**config.mk**
```make
export PLATFORM = sky130hd
export DESIGN_NAME = e2k_gain
export DESIGN_NICKNAME = d
export VERILOG_FILES = /design/src/rtl/e2k_pkg.sv /design/src/rtl/e2k_gain.sv
export SDC_FILE = /design/constraint.sdc
export NUM_CORES = 2
export LEC_CHECK = 0
export ABC_AREA = 1
export BUFFER_PORTS_ARGS = -buffer_cell sky130_fd_sc_hd__buf_2
export CAP_MARGIN = 20
export CORE_AREA = 2 2 313 315
export CTS_CLUSTER_DIAMETER = 150
export DETAILED_ROUTE_END_ITERATION = 7
export DIE_AREA = 0 0 315 317
export PLACE_DENSITY_LB_ADDON = 0.12
export SLEW_MARGIN = 20
export SYNTH_ARGS = -nofsm -noshare
export SYNTH_HDL_FRONTEND = slang
export SYNTH_SLANG_ARGS = --single-unit
```
**constraint.sdc**
```tcl
create_clock -name clk -period 7.9 [get_ports clk]
set_input_delay 0.395 -clock clk [delete_from_list [all_inputs] [get_ports clk]]
set_output_delay 0.395 -clock clk [all_outputs]
set_load 0.02 [all_outputs]
```
**src/rtl/e2k_pkg.sv**
```systemverilog
// Package for the equinoctial-to-Keplerian converter.
// Holds datapath widths, CORDIC arctangent table and the vector type.
// No dependencies.
package e2k_pkg;

  localparam int CORDIC_STEPS_DEF  = 30;
  localparam int FRACTION_BITS_DEF = 28;
  localparam int GUARD             = 8;
  localparam int XW                = 44;  // CORDIC x/y width, guard-scaled
  localparam int ZW                = 34;  // angle accumulator, signed
  localparam int MW                = 36;  // compensated magnitude width
  localparam logic [31:0] INV_GAIN = 32'd2608131496;
  localparam logic signed [ZW-1:0] HALF_TURN    = ZW'(64'sd2147483648);
  localparam logic signed [ZW-1:0] QUARTER_TURN = ZW'(64'sd1073741824);

  localparam logic [31:0] ATAN_TURNS [32] = '{
    32'd536870912, 32'd316933406, 32'd167458907, 32'd85004756, 32'd42667331,
    32'd21354465, 32'd10679838, 32'd5340245, 32'd2670163, 32'd1335087,
    32'd667544, 32'd333772, 32'd166886, 32'd83443, 32'd41722, 32'd20861,
    32'd10430, 32'd5215, 32'd2608, 32'd1304, 32'd652, 32'd326, 32'd163,
    32'd81, 32'd41, 32'd20, 32'd10, 32'd5, 32'd3, 32'd1, 32'd1, 32'd0
  };

  typedef struct packed {
    logic signed [XW-1:0] x;
    logic signed [XW-1:0] y;
    logic signed [ZW-1:0] z;
  } cordic_t;

endpackage

```
**src/rtl/e2k_gain.sv**
```systemverilog
// CORDIC gain compensation: floor(x * INV_GAIN / 2^32), then guard rounding.
// Three stages: split partial products, sum, round. Depends on e2k_pkg.
module e2k_gain (
  input  logic                       clk,
  input  logic                       en,
  input  logic signed [e2k_pkg::XW-1:0] x,
  output logic [e2k_pkg::MW-1:0]     mag
);
  import e2k_pkg::*;

  localparam int LW = 22;
  localparam int HW = XW - 1 - LW;

  logic [XW-2:0]          xu;
  logic [LW+31:0]         plo_r;
  logic [HW+31:0]         phi_r;
  logic [XW+31:0]         sum;
  logic [XW-2:0]          hi_r;
  logic [XW-1:0]          rnd;
  logic [MW-1:0]          mag_r;

  assign xu  = (x < 0) ? '0 : x[XW-2:0];
  assign sum = {phi_r, {LW{1'b0}}} + {{(XW-LW){1'b0}}, plo_r};
  assign rnd = {1'b0, hi_r} + XW'(1 << (GUARD - 1));

  always_ff @(posedge clk) begin
    if (en) begin
      plo_r <= xu[LW-1:0] * INV_GAIN;
      phi_r <= xu[XW-2:LW] * INV_GAIN;
      hi_r  <= sum[XW+30:32];
      mag_r <= rnd[GUARD+MW-1:GUARD];
    end
  end

  assign mag = mag_r;
endmodule
```
==> impl_metrics.ini <==
[die]
initial_core_util_pct = 34.9
rows = 114
coreArea_um2 = 96300
dieHeight_um = 317
dieArea_um2 = 99900
dieWidth_um = 315
io-pin-count = 82

[placement]
place.gp.congestion = 0.919
dp_hpwl_mm = 96.8
io_buffers = 81
place_inst = 5680

[drt]
viasPerCell = 4.51
wl_per_cell_um = 18.5
drtPass1Iterations = 5
drtIter0Drc = 1731
vias = 25800
wl_mm = 106
antenna_left = 0
drc_errors = 0

[cells_and_area]
layout.cells.non_filler = 5712
fillers = 10300
nets = 5426
multi_input_area_um2 = 24300
drive_above_1_share_pct = 4.31
regArea_um2 = 4530
syn2layout_area_growth_pct = 8.38
diodes = 0

[run_status]
outcome = complete, no violations

[clock_tree]
cts_buffers = 17
cts_resized = 0
clk_pin_slew_ns = 0.07
cts_max_level = 4
cts_num_sinks = 151
cts-root-buf = clkbuf_16
post_cts.repair.setup_buffers = 0
cts_tree = yes
hold_buffers = 0
cts.path.max_buffers = 2
clk-insertion-delay-late_ns = 0.46

[critical_path]
max_stage_delay_ns = 0.57
reg2reg_slack_ns = 5.42
required_ns = 8.11
cp.depth = 26
critPathMaxFanout = 34
slowest_stage = fa_1
critPathTopFamily = adder cells
path_common_cell = nand2_1
critPathLaunch = x[43]
reg2reg_depth = 14
critPathKind = in -> reg
reg2reg_from = phi_r[17]
start_kind = input pin
worst-path-buf-inv = 8
crit_arrival_ns = 7.12
r2r_end = hi_r[25]
worst_setup_path_end_kind = flip-flop

[logic_synthesis]
synth_top_cell_by_area = fa_1
postSynthAreaPerCell_um2 = 7.81
synth_ff_type = edfxtp_1
synth_most_common_cell = inv_1
netlist_area_um2 = 33600
synth.area.top_cells = fa_1, ha_1, inv_1
synthArstFlopShare_pct = 0
synth_edf_count = 151
ys_types = 37
yosysWarnings = 0
synth_nets = 5300
synthCells = 4297
netlist.area_leader.share_pct = 30.6
synth-seq-cells = 151
synth.top_cells.by_count = inv_1, nand2_1, fa_1
ys_seq_area_share_pct = 13.5

[grt]
grt_antenna_before_repair = 0
grt_pass1_wl_mm = 165
grt_pass1_vias = 27300
track_usage_pct = 22.0
overflow = 0
grt_max_degree = 82

[timing]
whs_ns = 0.469
finalSetupViolCount = 0
slew_viol_final = 0
fin_crit_sh_pct = 87.5
finalHoldViolCount = 0
fmax_ghz = 0.145
tightestPinTransition_ns = 0.945
relSlewSlack_pct = 37.0
rsz0062_at_grt = false
tns_ns = 0
skew_ns = 0.0123
period_needed_ns = 6.91

[run]
cap_violations = 0

[min_path]
whs_endpoint = plo_r[51]
hold_depth = 1
holdCritStartpoint = en
hold_class = in -> reg
==> per-stage QoR <==
stage / utilization, % / cell area [µm²] / setup slack, ns
finish: 37.8 / 36400 / 0.989
global route: 37.8 / 36400 / 0.630
CTS: 37.8 / 36400 / 1.00
detailed placement: 37.2 / 35800 / 0.529
global placement: 37.2 / 35800 / 0.525
floorplan: - / 33600 / 1.91
==> per-layer routing <==
| layer | vias to the layer above | track usage [%] | part of all wire [%] | wire length (µm) |
|---|---|---|---|---|
| met4 | 0 | 2.31 | 0.76 | 799 |
| met3 | 40 | 1.79 | 3.3 | 3470 |
| met2 | 411 | 35.6 | 44 | 46800 |
| li1 | 13000 | - | - | - |
| met1 | 12300 | 33.0 | 52 | 54800 |
| met5 | - | 0 | 0 | 0 |
==> registers in the layout, summed over array words and instances (netlist names) <==
register,cells
plo_r,29
phi_r,50
hi_r,36
mag,36
==> cells by family (layout without fill, tap and decap cells) <==
| logic type | count (synthesis) | count (layout) | synth area share (%) |
|---|---|---|---|
| buffers and inverters | 1259 | 1398 | 14.1 |
| adders and majority gates | 957 | 957 | 47.1 |
| and+or+nand+nor | 1720 | 1720 | 20.9 |
| AOI/OAI and AO/OA | 119 | 119 | 1.98 |
| xor gates and xnor gates | 91 | 91 | 2.37 |
| DFF | 151 | 151 | 13.5 |
==> how the worst max path moves through the flow <==
stage and to:
2_1_floorplan plo_r[41], 3_3_place_gp plo_r[44], 3_5_place_dp plo_r[44], 4_1_cts plo_r[44], 5_1_grt plo_r[44], 6_report plo_r[44]
==> layout by cell type, fill, tap and decap left out, drive strengths merged, types with 8 or more instances in the layout <==
master and count:
nand4 38, ha 444, nor2 304, inv 1261, nor3 34, o21ai 13, nand3 153, nand3b 17
clkinv 8, fa 513, a21oi 77, clkbuf 17, xnor2 18, edfxtp 151, nand2 1150, xor2 73
o21bai 22, nor4 11, buf 111
==> layout make-up <==
| type | count | area share, % |
|---|---|---|
| Inverter | 1255 | 12.9 |
| Timing Repair Buffer | 111 | 1.78 |
| Tap cell | 1276 | 4.39 |
| Multi-Input combinational cell | 2887 | 66.8 |
| Clock buffer | 17 | 1.17 |
| Sequential cell | 151 | 12.5 |
| Clock inverter | 15 | 0.440 |
Power is left out: the tool's default activity adds up to more than one toggle a clock period on the data nets, which glitch-free logic cannot reach.
